<file path="src/rtl/core/bqp_pkg.sv">
// shared types and constants for the biquadratic bezier patch evaluator
`timescale 1ns / 1ps

package bqp_pkg;

    localparam int GRID       = 3;
    localparam int GRID_LAST  = GRID - 1;
    localparam int GIDX_W     = 2;
    localparam int STORE_DEPTH = GRID * GRID;
    localparam int SIDX_W     = 4;
    localparam int FIELD_W    = 16;
    localparam int NUM_AXES   = 3;

    localparam logic [FIELD_W-1:0] ONE_Q15 = 16'h8000;

    // which bernstein term the weight multiplier forms
    typedef enum logic [1:0] {
        WGT_SS,
        WGT_ST,
        WGT_TT
    } wgt_sel_t;

    // commands from the sequencer to the datapath
    typedef struct packed {
        logic              load_en;
        logic              eval_start;
        logic              wgt_en;
        wgt_sel_t          wgt_sel;
        logic              pw_en;
        logic [GIDX_W-1:0] pt_row;
        logic [GIDX_W-1:0] pt_col;
        logic              acc_en;
        logic              round_en;
    } dp_cmd_t;

endpackage

</file>
<file path="src/rtl/core/bqp_ctrl.sv">
// sequencer: request acceptance, weight and accumulate steps, result strobe
`timescale 1ns / 1ps

module bqp_ctrl (
    input  logic              clk,
    input  logic              rst_n,
    input  logic              start,
    input  logic              action,
    output logic              busy,
    output logic              done,
    output bqp_pkg::dp_cmd_t  cmd
);
    import bqp_pkg::*;

    typedef enum logic [2:0] {
        S_IDLE,
        S_WGT,
        S_MAC,
        S_FLUSH,
        S_RND
    } state_t;

    state_t              state_reg;
    logic [GIDX_W-1:0]   cnt_reg;
    logic [GIDX_W-1:0]   row_reg;
    logic [GIDX_W-1:0]   col_reg;
    logic                done_reg;

    always_ff @(posedge clk or negedge rst_n)
    begin
        if (!rst_n)
        begin
            state_reg <= S_IDLE;
            cnt_reg   <= '0;
            row_reg   <= '0;
            col_reg   <= '0;
            done_reg  <= 1'b0;
        end
        else
        begin
            // strobe follows the rounding step
            done_reg <= (state_reg == S_RND);
            case (state_reg)
                S_IDLE:
                begin
                    if (start && action)
                    begin
                        state_reg <= S_WGT;
                        cnt_reg   <= '0;
                    end
                end
                S_WGT:
                begin
                    if (cnt_reg == GIDX_W'(GRID_LAST))
                    begin
                        state_reg <= S_MAC;
                        row_reg   <= '0;
                        col_reg   <= '0;
                    end
                    else
                    begin
                        cnt_reg <= cnt_reg + 1'b1;
                    end
                end
                S_MAC:
                begin
                    if (col_reg == GIDX_W'(GRID_LAST))
                    begin
                        col_reg <= '0;
                        if (row_reg == GIDX_W'(GRID_LAST))
                        begin
                            state_reg <= S_FLUSH;
                        end
                        else
                        begin
                            row_reg <= row_reg + 1'b1;
                        end
                    end
                    else
                    begin
                        col_reg <= col_reg + 1'b1;
                    end
                end
                S_FLUSH:
                begin
                    state_reg <= S_RND;
                end
                S_RND:
                begin
                    state_reg <= S_IDLE;
                end
                default:
                begin
                    state_reg <= S_IDLE;
                end
            endcase
        end
    end

    assign busy = (state_reg != S_IDLE);
    assign done = done_reg;

    always_comb
    begin
        cmd            = '0;
        cmd.load_en    = (state_reg == S_IDLE) && start && !action;
        cmd.eval_start = (state_reg == S_IDLE) && start && action;
        cmd.wgt_en     = (state_reg == S_WGT);
        cmd.wgt_sel    = wgt_sel_t'(cnt_reg);
        cmd.pw_en      = (state_reg == S_MAC);
        cmd.pt_row     = row_reg;
        cmd.pt_col     = col_reg;
        // first grid point has no product in flight yet
        cmd.acc_en     = ((state_reg == S_MAC) && !(row_reg == '0 && col_reg == '0))
                         || (state_reg == S_FLUSH);
        cmd.round_en   = (state_reg == S_RND);
    end

endmodule

</file>
<file path="config.mk">
export PLATFORM = sky130hd
export DESIGN_NAME = bqp_ctrl
export DESIGN_NICKNAME = d
export VERILOG_FILES = /design/src/rtl/core/bqp_pkg.sv /design/src/rtl/core/bqp_ctrl.sv
export SDC_FILE = /design/constraint.sdc
export NUM_CORES = 1
export LEC_CHECK = 0
export BUFFER_PORTS_ARGS = -buffer_cell sky130_fd_sc_hd__buf_2
export CORE_MARGIN = 2
export CORE_UTILIZATION = 35
export DETAILED_ROUTE_END_ITERATION = 8
export GPL_TIMING_DRIVEN = 0
export PLACE_DENSITY = 0.57
export SYNTH_ARGS = -nofsm -noshare
export SYNTH_HDL_FRONTEND = slang
export SYNTH_SLANG_ARGS = --single-unit
</file>
<file path="constraint.sdc">
create_clock -name clk -period 3.84 [get_ports clk]
set_input_delay 0.768 -clock clk [delete_from_list [all_inputs] [get_ports clk]]
set_output_delay 0.768 -clock clk [all_outputs]
set_load 0.005 [all_outputs]
</file>
==> results of run 1 <==
kinds of logic after synthesis:
kind of cell / after synthesis / share of synthesized area [%]
fa+ha+maj: 3 / 6.62
buf+inv: 11 / 7.51
compound gates: 17 / 21.0
simple gates: 18 / 18.8
flops: 10 / 44.2
mux: 1 / 1.99
metrics by stage:
| stage | std cells | power, mW | setup WS (ns) | cell area [um2] | utilization [%] |
|---|---|---|---|---|---|
| floorplan | 60 | 0.356 | 1.85 | 567 | - |
| global placement | 93 | 0.450 | 1.73 | 672 | 44.6 |
| detailed placement | 93 | 0.450 | 1.70 | 672 | 44.6 |
| CTS | 97 | 0.551 | 1.39 | 708 | 47.0 |
| global route | 97 | 0.595 | 1.31 | 708 | 47.0 |
| finish | 97 | 0.542 | 1.41 | 708 | 47.0 |
cells in the mapped netlist, drive strengths merged, types with 2 or more instances:
cell type,number
ha,3
nor3,4
dfrtp,10
nand2,4
o211ai,2
nor2,2
a21oi,3
inv,8
nand2b,2
clkbuf,2
o21ai,3
o22ai,2
final cells by class:
cell class | count | share of cell area [%]
Clock buffer | 4 | 5.12
Timing Repair Buffer | 17 | 12.0
Multi-Input combinational cell | 39 | 38.7
Sequential cell | 10 | 35.3
Inverter | 8 | 4.24
Tap cell | 16 | 2.83
Buffer | 3 | 1.77
worst reg2reg max path, cell delays in order (launching register included):
cell,delay [ns]
dfrtp_1,0.38
inv_1,0.06
ha_1,0.22
or4b_1,0.56
o211ai_1,0.13
o21ai_0,0.10
layer usage:
metal,global-route usage (%),vias up,wire length [um]
li1,-,264,-
met1,18.4,228,563
met2,19.1,17,507
met3,8.16,4,91
met4,7.27,0,27
met5,0,-,0
power by group:
group / total [mW] / internal (mW) / switching [mW]
logic: 0.266 / 0.125 / 0.141
registers: 0.179 / 0.145 / 0.0338
clock network: 0.0970 / 0.0577 / 0.0393
total: 0.542 / 0.328 / 0.215
placed cells by master, fill, tap and decap left out, types with 2 or more instances in the layout:
master     n
inv_1      8
clkbuf_4   3
ha_1       3
o211ai_1   2
nor2_1     2
nand2_1    4
o21ai_0    3
nor3_1     4
buf_2     18
a21oi_1    3
nand2b_1   2
dfrtp_1   10
clkbuf_1   2
o22ai_1    2
path summary, 6_finish.rpt:
check / startpoint / to
worst min register to register: cnt_reg[0] / cnt_reg[0]
worst min-delay path: rst_n / cnt_reg[1]
max in group asynchronous: rst_n / col_reg[0]
min in group clk: cnt_reg[0] / cnt_reg[0]
worst max-delay path: state_reg[1] / cmd[11]
worst max register to register: cnt_reg[0] / cnt_reg[0]
==> impl_metrics.toml, run 1 <==
[outcome]
status = "finished, final reports clean"

[place]
gpl.final_weighted_congestion = 0.735
place.detailed.hpwl_um = 893
numPortBuffers = 17

[synth]
synth_fp_nets = 67
synth_largest_area_cell = "dfrtp_1"
proportion_of_register_bits_with_asynchronous_set_or_reset_after_synthesis_pct = 100
synthesis.area_um2 = 567
post_synth_num_cell_types = 27
synthesis.area_per_instance_um2 = 9.45
synth.top_cell.area_share_pct = 44.2
synth_edf_count = 0
post_synth_main_area_contributors = "dfrtp_1, ha_1, inv_1"
ys.flop_type = "dfrtp_1"
synth_cells = 60
ys.warnings.count = 0
flip_flop_and_latch_count_after_synthesis = 10
synth.yosys.seq_area_share_pct = 44.2

[layout]
count_of_antenna_diodes_in_the_layout = 0
largest_register_ffs = 3
num-nets-final = 89
final.fill_count = 158
final-seq-area_um2 = 250
area.growth.synth_to_final_pct = 24.9
layout-drive-gt1-share_pct = 29.6
multi_input_area_um2 = 274

[timing]
timing.final.crit_share_pct = 63.2
fin_worst_hold_slack_ns = 0.343
finClkSkew_ns = 0.00854
setup-tns-final_ns = 0
setup-violations-final = 0
finalHoldViolCount = 0
relSlewSlack_pct = 73.9
max_freq_mhz = 412
final_max_slew_viol_count = 0
tightestPinTransition_ns = 0.391
final_period_minus_worst_setup_slack_ns = 2.43
grt_setup_unrepaired = "false"

[drt]
detail_route.drc_violations = 0
num_vias = 513
wl_um = 1190
final_routed_wire_length_divided_by_cell_count_um = 12.2
drtIter0Drc = 10
route.antenna.remaining_nets = 0
drt_pass1_iterations = 4
viasPerCell = 5.29

[clocking]
cts.repair.resized = 0
clk-insertion-delay-late_ns = 0.27
cts_htree_levels = 1
cts.reportedPaths.clkPinSlew_ns = 0.07
cts.path.max_buffers = 2
cts_made_buffers = 3
count_of_clock_tree_sinks = 10
cts_setup_buffers = 0
cts.root.buffer_cell = "clkbuf_4"
tritoncts_clock_tree = "built"
holdBufCountCts = 0

[setup_path]
cp_max_fo = 10
timing.critical_path.depth = 4
critPathKind = "flip-flop to primary output"
critPathLaunchType = "flip-flop"
wp_data_required_ns = 3.07
crit_path_max_incr_delay_ns = 0.46
arrival_ns = 1.66
slowest_stage = "or3_1"
regToRegSetupSlack_ns = 2.27
ff2ff_path_depth = 5
timing.critical_path.cells = "clkbuf_1, or3_1, nor3b_1, buf_2"
cp_num_buf_inv = 2
end_kind = "primary output"
worst_path_dominant_cell_family = "simple AND/OR/NAND/NOR gates"

[global_routing]
grt_remaining_overflow = 0
grt_pass1_vias = 410
largest_net_degree_at_the_start_of_global_routing = 11
grt_first_pass_wirelength_um = 1930
antenna_found_initial = 0
grt_usage_pct = 14.4

[die]
design.core.area_mm2 = 0.00151
chipWidth_um = 44.2
fp.dieH_um = 44.2
initial_core_util_pct = 37.6
num_rows = 14
fp.dieArea_mm2 = 0.00196
io-pin-count = 18

[worst_hold_path]
worstHoldPathType = "primary input to asynchronous set/reset pin"

[power]
power_density_mw_per_mm2 = 766
peak_supply_drop_mv = 0.363
p_leak_nw = 0.350

[job]
max-cap-violations = 0
Power figures use the tool's default switching activity.
==> run 2: changes to the inputs <==
PLACE_DENSITY = 0.6   (was 0.57)
clock period = 2.01 ns   (was 3.84 ns; I/O delays follow)
==> impl_metrics.toml, run 2 (same netlist as run 1, synthesis figures left out) <==
[outcome]
status = "finished, final reports clean"

[die]
io-pin-count = 18
fp.dieH_um = 44.2
design.core.area_mm2 = 0.00151
fp.dieArea_mm2 = 0.00196
num_rows = 14
initial_core_util_pct = 37.6
chipWidth_um = 44.2

[timing]
setup-tns-final_ns = 0
max_freq_mhz = 517
grt_setup_unrepaired = "false"
tightestPinTransition_ns = 0.376
relSlewSlack_pct = 74.9
setup-violations-final = 0
finalHoldViolCount = 0
finClkSkew_ns = 0.00206
final_period_minus_worst_setup_slack_ns = 1.93
timing.final.crit_share_pct = 96.2
final_max_slew_viol_count = 0

[setup_path]
critPathLaunchType = "flip-flop"
cp_max_fo = 10
critPathKind = "flip-flop to primary output"
end_kind = "primary output"
arrival_ns = 1.53
wp_data_required_ns = 1.61

[clocking]
cts.reportedPaths.clkPinSlew_ns = 0.07
tritoncts_clock_tree = "built"
cts.root.buffer_cell = "clkbuf_4"
count_of_clock_tree_sinks = 10
cts_made_buffers = 3
cts.path.max_buffers = 2
cts_htree_levels = 1
clk-insertion-delay-late_ns = 0.27

[drt]
viasPerCell = 5.33
final_routed_wire_length_divided_by_cell_count_um = 12.5
route.antenna.remaining_nets = 0
wl_um = 1200
drtIter0Drc = 8
num_vias = 512
detail_route.drc_violations = 0
drt_pass1_iterations = 4

[global_routing]
grt_first_pass_wirelength_um = 2010
grt_pass1_vias = 457
largest_net_degree_at_the_start_of_global_routing = 13
grt_remaining_overflow = 0
antenna_found_initial = 0
grt_usage_pct = 14.5

[layout]
mostFrequentLayoutCell = "buf_2"
layout_common_cells = "buf_2, dfrtp_1, inv_1, nor3_1, nand2_1"
largest_register_ffs = 3
layout-drive-gt1-share_pct = 31.3
count_of_antenna_diodes_in_the_layout = 0
utilization_pct = 47.5
area.growth.synth_to_final_pct = 26.3
num-nets-final = 88

[power]
peak_supply_drop_mv = 0.574
power_density_mw_per_mm2 = 1450
p_leak_nw = 0.352
post-layout-total-power_mw = 1.04

[place]
place.detailed.hpwl_um = 911
numPortBuffers = 17
gpl.final_weighted_congestion = 0.728

[worst_hold_path]
worstHoldPathType = "primary input to asynchronous set/reset pin"

[job]
max-cap-violations = 0
## run 2: cell types whose count changed in the layout (fill, tap and decap cells not counted)
cell and change:
or3_1 -1, dlygate4sd3_1 +1, clkbuf_1 -2, or3_4 +1
## run 2: per-layer routing
| metal | global-route usage [%] | share of wire [%] | up-vias | wire length (um) |
|---|---|---|---|---|
| met3 | 6.12 | 4.7 | 2 | 57 |
| li1 | - | - | 259 | - |
| met5 | 0 | 0 | - | 0 |
| met4 | 5.45 | 0.92 | 0 | 11 |
| met1 | 17.3 | 50 | 239 | 606 |
| met2 | 23.2 | 44 | 12 | 527 |
## run 2: path summary, 6_finish.rpt
check	startpoint	slack [ns]	cells after the start	end
max in group asynchronous	rst_n	1.30	2	cnt_reg[0]
hold reg to reg	cnt_reg[0]	0.53	1	cnt_reg[0]
hold / removal	rst_n	0.52	2	state_reg[0]
setup reg to reg	state_reg[1]	0.28	3	row_reg[0]
min in group clk	cnt_reg[0]	0.53	1	cnt_reg[0]
setup / recovery	state_reg[0]	0.08	4	cmd[11]
## run 2: through the flow
stage,instances,worst slack [ns],hold WS (ns),cell area (um2)
2_1_floorplan,60,0.381,0.106,567
3_3_place_gp,93,0.264,0.281,672
3_5_place_dp,93,0.257,0.282,672
4_1_cts,96,0.0337,0.521,711
5_1_grt,96,0.00890,0.527,716
6_report,96,0.0761,0.518,716
## run 2: area by class of cell
class	count	area, um2
flip-flops and latches	10	250
repair buffers	18	95.1
clock buffers	4	36.3
plain buffers	1	5.00
well taps	16	20.0
inverters	8	30.0
multi-input cells	39	279
fillers	153	791
## run 2: repair_timing
item                       4_1_cts  5_1_grt
resized for setup                0        1
hold buffers                     1        0
setup buffers                    0        0
hold endpoints to repair        10        0
setup endpoints to repair        2        2
## run 2: report_power, final
part	internal, mW	switching (mW)	total (mW)
Clock	0.110	0.0708	0.181
Combinational	0.247	0.243	0.490
Sequential	0.278	0.0907	0.368
Total	0.634	0.405	1.04
## run 2: critical path: stages (launching register included)
cell and delay, ns:
dfrtp_1 0.38, buf_2 0.17, or3_4 0.39, nor3b_1 0.18, buf_2 0.14
==> run 3: changes to the inputs <==
RECOVER_POWER = 50   (was not set)
==> impl_metrics.toml, run 3 (same netlist as run 1, synthesis figures left out) <==
[setup_path]
slowest_stage = "or3_4"
r2r-end = "row_reg[0]"
worst_setup_path_startpoint = "state_reg[0]"
cp_num_buf_inv = 2
crit_path_max_incr_delay_ns = 0.39
regToRegSetupSlack_ns = 0.27
wp_data_required_ns = 1.61
cp_max_fo = 10
crit_end = "cmd[11]"
worstReg2RegStart = "state_reg[1]"
critPathKind = "flip-flop to primary output"
end_kind = "primary output"
timing.critical_path.cells = "buf_2, or3_4, nor3b_1, buf_2"
ff2ff_path_depth = 3
crit_top_cell = "buf_2"
timing.critical_path.depth = 4
arrival_ns = 1.53
critPathLaunchType = "flip-flop"
worst_path_dominant_cell_family = "simple AND/OR/NAND/NOR gates"

[power]
power_density_mw_per_mm2 = 1460
p_leak_nw = 0.345
peak_supply_drop_mv = 0.574

[layout]
largest_register_ffs = 3
multi_input_area_um2 = 279
num-nets-final = 88
mostFrequentLayoutCell = "buf_2"
utilization_pct = 47.3
area.growth.synth_to_final_pct = 25.8
final.fill_count = 155
final-seq-area_um2 = 250
layout-drive-gt1-share_pct = 28.7
count_of_antenna_diodes_in_the_layout = 0
layout_common_cells = "buf_2, dfrtp_1, inv_1, nor3_1, nand2_1"

[global_routing]
grt_pass1_vias = 457
grt_remaining_overflow = 0
grt_usage_pct = 14.5
largest_net_degree_at_the_start_of_global_routing = 13
antenna_found_initial = 0
grt_first_pass_wirelength_um = 2010

[timing]
tightestPinTransition_ns = 0.548
setup-tns-final_ns = 0
final_max_slew_viol_count = 0
finClkSkew_ns = 0.00300
max_freq_mhz = 517
relSlewSlack_pct = 63.5
timing.final.crit_share_pct = 96.3
finalHoldViolCount = 0
setup-violations-final = 0
grt_setup_unrepaired = "false"
final_period_minus_worst_setup_slack_ns = 1.94

[drt]
viasPerCell = 5.35
route.antenna.remaining_nets = 0
detail_route.drc_violations = 0
drtIter0Drc = 8
final_routed_wire_length_divided_by_cell_count_um = 12.5
drt_pass1_iterations = 4
wl_um = 1200
num_vias = 514

[clocking]
cts.root.buffer_cell = "clkbuf_4"
cts_setup_buffers = 0
clk-insertion-delay-late_ns = 0.27
cts.path.max_buffers = 2
cts.reportedPaths.clkPinSlew_ns = 0.07
cts_htree_levels = 1
tritoncts_clock_tree = "built"
count_of_clock_tree_sinks = 10
cts_made_buffers = 3

[place]
numPortBuffers = 17
place.detailed.hpwl_um = 911
gpl.final_weighted_congestion = 0.728

[die]
chipWidth_um = 44.2
io-pin-count = 18
initial_core_util_pct = 37.6
num_rows = 14
fp.dieArea_mm2 = 0.00196
fp.dieH_um = 44.2
design.core.area_mm2 = 0.00151

[outcome]
status = "finished, final reports clean"

[worst_hold_path]
worstHoldPathType = "flip-flop to flip-flop"

[job]
max-cap-violations = 0
==> run 3: cell count changes in the layout (fill, tap and decap cells not counted), sizes merged <==
cell	delta
clkbuf	+2
buf	-2
==> run 3: layout make-up <==
class | instances | area share [%]
plain buffers | 1 | 0.702
clock buffers | 4 | 5.09
inverters | 8 | 4.21
multi-input cells | 39 | 39.1
flip-flops and latches | 10 | 35.1
well taps | 16 | 2.81
repair buffers | 18 | 13.0
==> run 3: repair_timing <==
action	in CTS	in global routing
endpoints found under the hold margin	10	0
pin swaps	0	0
resized for setup	0	1
hold buffers	1	0
setup endpoints to repair	2	2
==> run 3: power breakdown <==
group	total, mW	switching [mW]	internal [mW]	leakage [nW]
clock network	0.182	0.0714	0.110	0.0210
registers	0.369	0.0913	0.277	0.132
logic	0.489	0.243	0.246	0.192
total	1.04	0.406	0.633	0.345
==> run 3: metrics by stage <==
stage | instance area, um2 | setup slack (ns) | hold slack (ns) | total power, mW | std cells
after global routing | 713 | 0.00890 | 0.583 | 1.14 | 96
after CTS | 711 | 0.0337 | 0.521 | 1.04 | 96
final | 713 | 0.0745 | 0.533 | 1.04 | 96
after floorplan | 567 | 0.381 | 0.106 | 0.680 | 60
after global placement | 672 | 0.264 | 0.281 | 0.853 | 93
after detailed placement | 672 | 0.257 | 0.282 | 0.857 | 93
==> run 3: how the worst min path moves through the flow <==
stage                     startpoint            to  slack (ns)  cells past startpoint
after floorplan                rst_n    cnt_reg[0]        0.11                      0
after global placement         rst_n  state_reg[0]        0.28                      1
after detailed placement       rst_n  state_reg[2]        0.28                      1
after CTS                      rst_n    cnt_reg[1]        0.52                      2
after global routing      row_reg[0]    row_reg[0]        0.58                      1
final                     cnt_reg[0]    cnt_reg[0]        0.53                      1
==> run 3: worst register-to-register path: cells and delay by family, from the launching register on <==
kind	cells	cell delay (ns)
flip-flops	1	0.54
AND/OR/NAND/NOR	1	0.47
AO/OA/AOI/OAI	1	0.36
multiplexers	1	0.26
==> run 3: metal layers <==
metal	up-vias	global-route usage, %	wire [um]
met5	-	0	0
met4	0	5.45	11
met3	2	6.12	66
met2	16	23.2	529
met1	239	17.3	597
li1	257	-	-
